===== src/rtl/mts_pkg.sv =====
`timescale 1ns / 1ps

package mts_pkg;

  localparam int NUM_TAPES  = 2;
  localparam int TAPE_DEPTH = 1024;
  localparam int POS_W      = $clog2(TAPE_DEPTH);
  localparam int SYM_W      = 8;
  localparam int STATE_W    = 8;
  localparam int CMD_W      = 2;
  localparam int MOVE_W     = 2;
  localparam int STATUS_W   = 2;
  localparam int REG_IDX_W  = 3;
  localparam int CFG_W      = 8;

  localparam logic [POS_W-1:0] MID_POS  = POS_W'(TAPE_DEPTH / 2);
  localparam logic [POS_W-1:0] LAST_POS = POS_W'(TAPE_DEPTH - 1);

  localparam logic [CMD_W-1:0] CMD_CHECK   = 2'd0;
  localparam logic [CMD_W-1:0] CMD_PERFORM = 2'd1;
  localparam logic [CMD_W-1:0] CMD_RESTART = 2'd2;

  localparam logic [MOVE_W-1:0] MV_STAY  = 2'd0;
  localparam logic [MOVE_W-1:0] MV_LEFT  = 2'd1;
  localparam logic [MOVE_W-1:0] MV_RIGHT = 2'd2;

  localparam logic [STATUS_W-1:0] ST_OK     = 2'd0;
  localparam logic [STATUS_W-1:0] ST_REJECT = 2'd1;
  localparam logic [STATUS_W-1:0] ST_EDGE   = 2'd2;

  localparam logic [REG_IDX_W-1:0] REG_BLANK     = 3'd0;
  localparam logic [REG_IDX_W-1:0] REG_WILD_SYM  = 3'd1;
  localparam logic [REG_IDX_W-1:0] REG_WILD_EN   = 3'd2;
  localparam logic [REG_IDX_W-1:0] REG_KEEP_SYM  = 3'd3;
  localparam logic [REG_IDX_W-1:0] REG_KEEP_EN   = 3'd4;
  localparam logic [REG_IDX_W-1:0] REG_INIT_ST   = 3'd5;

  typedef struct packed {
    logic [CMD_W-1:0]   command;
    logic [STATE_W-1:0] source_state;
    logic [STATE_W-1:0] target_state;
    logic [SYM_W-1:0]   read_symbol_a;
    logic [SYM_W-1:0]   read_symbol_b;
    logic [SYM_W-1:0]   write_symbol_a;
    logic [SYM_W-1:0]   write_symbol_b;
    logic [MOVE_W-1:0]  move_a;
    logic [MOVE_W-1:0]  move_b;
  } in_item_t;

  typedef struct packed {
    logic                compatible;
    logic [STATUS_W-1:0] status;
    logic [STATE_W-1:0]  machine_state;
    logic [SYM_W-1:0]    head_symbol_a;
    logic [SYM_W-1:0]    head_symbol_b;
  } out_item_t;

  typedef struct packed {
    logic              apply;
    logic              restart;
    logic              write;
    logic [SYM_W-1:0]  wdata;
    logic [MOVE_W-1:0] mv;
  } tape_cmd_t;

  typedef struct packed {
    logic             edge_hit;
    logic [SYM_W-1:0] cur_sym;
    logic [SYM_W-1:0] new_sym;
  } tape_stat_t;

endpackage


===== src/rtl/mts_out_if.sv =====
`timescale 1ns / 1ps

interface mts_out_if;
  import mts_pkg::*;

  logic      valid;
  logic      ready;
  out_item_t data;

  modport source (output valid, output data, input ready);
  modport sink (input valid, input data, output ready);
endinterface


===== src/rtl/mts_out_fifo.sv =====
`timescale 1ns / 1ps

module mts_out_fifo (
  input  logic               clk,
  input  logic               rst,
  input  logic               push,
  input  mts_pkg::out_item_t push_data,
  output logic [1:0]         level,
  mts_out_if.source          result
);
  import mts_pkg::*;

  out_item_t store [2];
  logic      wptr;
  logic      rptr;
  logic      pop;

  assign pop          = result.valid && result.ready;
  assign result.valid = level != 2'd0;
  assign result.data  = store[rptr];

  always_ff @(posedge clk) begin
    if (push) begin
      store[wptr] <= push_data;
    end
  end

  always_ff @(posedge clk) begin
    if (rst) begin
      wptr  <= 1'b0;
      rptr  <= 1'b0;
      level <= 2'd0;
    end else begin
      if (push) begin
        wptr <= ~wptr;
      end
      if (pop) begin
        rptr <= ~rptr;
      end
      if (push && !pop) begin
        level <= level + 2'd1;
      end else if (pop && !push) begin
        level <= level - 2'd1;
      end
    end
  end

endmodule


===== src/flat_wrapper.sv =====
// flat-port wrapper written by rule: the top's interface ports become plain ports
module mts_out_fifo_flat import mts_pkg::*;
  (clk, rst, push, push_data, level, result_valid, result_data, result_ready);
  mts_out_if result_i ();
  input  logic clk;
  input  logic rst;
  input  logic push;
  input  mts_pkg::out_item_t push_data;
  output logic [1:0] level;
  output wire logic [$bits(result_i.valid)-1:0] result_valid;
  output wire logic [$bits(result_i.data)-1:0] result_data;
  input wire logic [$bits(result_i.ready)-1:0] result_ready;
  assign result_valid = result_i.valid;
  assign result_data = result_i.data;
  assign result_i.ready = result_ready;
  mts_out_fifo u_core (.clk(clk), .rst(rst), .push(push), .push_data(push_data), .level(level), .result(result_i));
endmodule

===== config.mk =====
export PLATFORM = sky130hd
export DESIGN_NAME = mts_out_fifo_flat
export DESIGN_NICKNAME = d
export VERILOG_FILES = /design/src/rtl/mts_pkg.sv /design/src/rtl/mts_out_if.sv /design/src/rtl/mts_out_fifo.sv /design/src/flat_wrapper.sv
export SDC_FILE = /design/constraint.sdc
export NUM_CORES = 1
export LEC_CHECK = 0
export BUFFER_PORTS_ARGS = -buffer_cell sky130_fd_sc_hd__buf_2
export CORE_UTILIZATION = 54
export DETAILED_ROUTE_END_ITERATION = 7
export HOLD_SLACK_MARGIN = 0.12
export PLACE_DENSITY = 0.82
export SKIP_LAST_GASP = 1
export SYNTH_ARGS = -nofsm -noshare
export SYNTH_HDL_FRONTEND = slang
export SYNTH_SLANG_ARGS = --single-unit
export TNS_END_PERCENT = 10

===== constraint.sdc =====
create_clock -name clk -period 5.05 [get_ports clk]
set_clock_uncertainty 0.05 [all_clocks]
set_input_delay 0.505 -clock clk [delete_from_list [all_inputs] [get_ports clk]]
set_output_delay 0.505 -clock clk [all_outputs]
set_load 0.01 [all_outputs]

==> flow_metrics.env <==
export IMPL_ys_types=15
export IMPL_peakVddDrop_mv=0.360
export IMPL_setup_tns_final_ns=0
export IMPL_dpl_hpwl_microns=2370
export IMPL_rows=22
export IMPL_initial_core_util_pct=57.6
export IMPL_clk_insertion_delay_late_ns=0.32
export IMPL_layout_commonest_cell="buf_2"
export IMPL_grt_pass1_vias=1133
export IMPL_reg2reg_depth=4
export IMPL_whs_ns=0.320
export IMPL_fin_ws_ns=2.52
export IMPL_timing_rr_end="u_core.level[1]$_SDFFE_PP0P_"
export IMPL_hold_class="in -> reg"
export IMPL_crit_path_end="result_data[17]"
export IMPL_n_antenna_cell=0
export IMPL_syn_inst=105
export IMPL_powerDensity_mw_per_mm2=477
export IMPL_die_area_sq_mm=0.00425
export IMPL_grt_overflow_total=0
export IMPL_crit_fanout=27
export IMPL_grt_max_degree=28
export IMPL_avgSynthCellArea_sq_um=20.5
export IMPL_crit_arrival_ns=1.97
export IMPL_h_tree_depth=3
export IMPL_dieWidth_microns=65.2
export IMPL_seq_area_frac_synth_pct=79.9
export IMPL_finalCritPeriodShare_pct=50.0
export IMPL_ios=61
export IMPL_cts_tree="yes"
export IMPL_required_ns=4.49
export IMPL_reg2reg_slack_ns=3.40
export IMPL_grt_pass1_wl_microns=5040
export IMPL_drt_wl_total_microns=3420
export IMPL_final_core_util_pct=71.7
export IMPL_finalWorstPathRequiredPeriod_ns=2.53
export IMPL_syn_to_final_growth_pct=24.5
export IMPL_final_cell_mix="60 x buf_2, 54 x edfxtp_1, 27 x mux2_2"
export IMPL_first_iter_violations=36
export IMPL_cts_resized=0
export IMPL_rsz0062_at_grt="no"
export IMPL_ys_ff_latch=59
export IMPL_vias=1150
export IMPL_maxCapViolations=0
export IMPL_place_congestion=0.678
export IMPL_viasPerCell=5.04
export IMPL_start_kind="flip-flop"
export IMPL_critPathKind="reg -> out"
export IMPL_p_leak_nw=1.03
export IMPL_layout_drive_gt1_share_pct=56.7
export IMPL_relSlewSlack_pct=24.0
export IMPL_r2r_start="u_core.level[0]$_SDFFE_PP0P_"
export IMPL_layout_nets=207
export IMPL_postCtsSetupBuffers=0
export IMPL_fmax_mhz=396
export IMPL_outcome="complete, no violations"
export IMPL_finalSetupViolCount=0
export IMPL_ant_nets=0
export IMPL_drt_pass1_iterations=4
export IMPL_clock_sinks=59
export IMPL_synth_warnings=0
export IMPL_cts_buffers=9
export IMPL_syn_area_sq_mm=0.00216
export IMPL_clockBufferDepth=2
export IMPL_drv_slew=0
export IMPL_core_area_sq_mm=0.00374
export IMPL_clk_pin_slew_ns=0.06
export IMPL_chipHeight_microns=65.2
export IMPL_report_final_hold_viol_count=0
export IMPL_drc=0
export IMPL_tightest_slew_ns=1.14
export IMPL_antenna_found_initial=0
export IMPL_numPortBuffers=60
export IMPL_syn_nets=137
export IMPL_cp_end_kind="output port"
export IMPL_hold_buffers=0
export IMPL_wl_per_cell_microns=15.0
export IMPL_grtUsageTotal_pct=17.7
export IMPL_cts_root_buf="clkbuf_8"
export IMPL_dpl_worst_slack_ns=2.84
## critical path, cell delays in order (launching register included)
cell and delay, ns:
dfxtp_1 1.07, mux2_2 0.44, buf_2 0.14
## cells by family after synthesis
group	after synthesis	synth area share, %
AO/OA/AOI/OAI	3	0.696
XOR/XNOR	4	1.63
adder cells (fa/ha/maj)	1	0.580
buffers and inverters	3	1.28
flip-flops	59	79.9
multiplexers	27	14.1
AND/OR/NAND/NOR	8	1.86
## cell type report
type,instances,area (sq um)
Tap cell,48,60.1
Timing Repair Buffer,62,315
Sequential cell,59,1720
Clock inverter,3,38.8
Multi-Input combinational cell,43,409
Fill cell,264,1060
Clock buffer,13,139
## metal layers
layer | routed length, microns | up-vias | share of wire (%) | GRT usage (%)
met5 | 0 | - | 0 | 0
met2 | 1820 | 47 | 53 | 29.8
met3 | 240 | 9 | 7.0 | 6.77
met4 | 82 | 0 | 2.4 | 12.8
met1 | 1290 | 549 | 38 | 17.9
li1 | - | 545 | - | -
## stage by stage
step	power [W]	area, sq um	std cells
2_1_floorplan	0.000815	2160	105
3_5_place_dp	0.000910	2510	212
4_1_cts	0.00130	2680	228
5_1_grt	0.00134	2680	228
6_report	0.00128	2680	228
3_3_place_gp	0.000896	2510	212
## where the power goes
part | leakage (nW) | switching, W | internal [W] | total, W
combinational | 0.395 | 0.000117 | 0.000150 | 0.000268
clock | 0.0890 | 0.000157 | 0.000226 | 0.000383
sequential | 0.548 | 0.0000501 | 0.000580 | 0.000630
total | 1.03 | 0.000325 | 0.000956 | 0.00128
## cells in the mapped netlist (all sizes together)
master | n | area, sq um
a21oi | 1 | 5.00
and2 | 1 | 6.26
buf | 3 | 27.5
dfxtp | 5 | 100
edfxtp | 54 | 1620
ha | 1 | 12.5
mux2 | 27 | 304
nor2 | 4 | 15.0
nor2b | 1 | 6.26
o21ai | 2 | 10.0
or2 | 1 | 6.26
or3 | 1 | 6.26
xnor2 | 1 | 8.76
xor2 | 3 | 26.3
## how the worst min path moves through the flow
| stage | startpoint | to | slack [ns] | cells after the start |
|---|---|---|---|---|
| after CTS | push_data[10] | u_core.store[1][10]$_DFFE_PP_ | 0.30 | 1 |
| after global placement | u_core.level[1]$_SDFFE_PP0P_ | u_core.level[1]$_SDFFE_PP0P_ | 0.43 | 2 |
| after global routing | push_data[18] | u_core.store[0][18]$_DFFE_PP_ | 0.30 | 1 |
| final | push_data[10] | u_core.store[1][10]$_DFFE_PP_ | 0.32 | 1 |
| after detailed placement | u_core.rptr$_SDFFE_PP0P_ | flip-flop | 0.44 | 2 |
| after floorplan | u_core.rptr$_SDFFE_PP0P_ | flip-flop | 0.42 | 2 |
## registers in the layout, indices dropped and copies added, names as in the netlist, named ones only
signal and count:
u_core.wptr 1, u_core.level 2, u_core.store 54, u_core.rptr 1
Note: power is estimated with default switching activity, not from simulation.
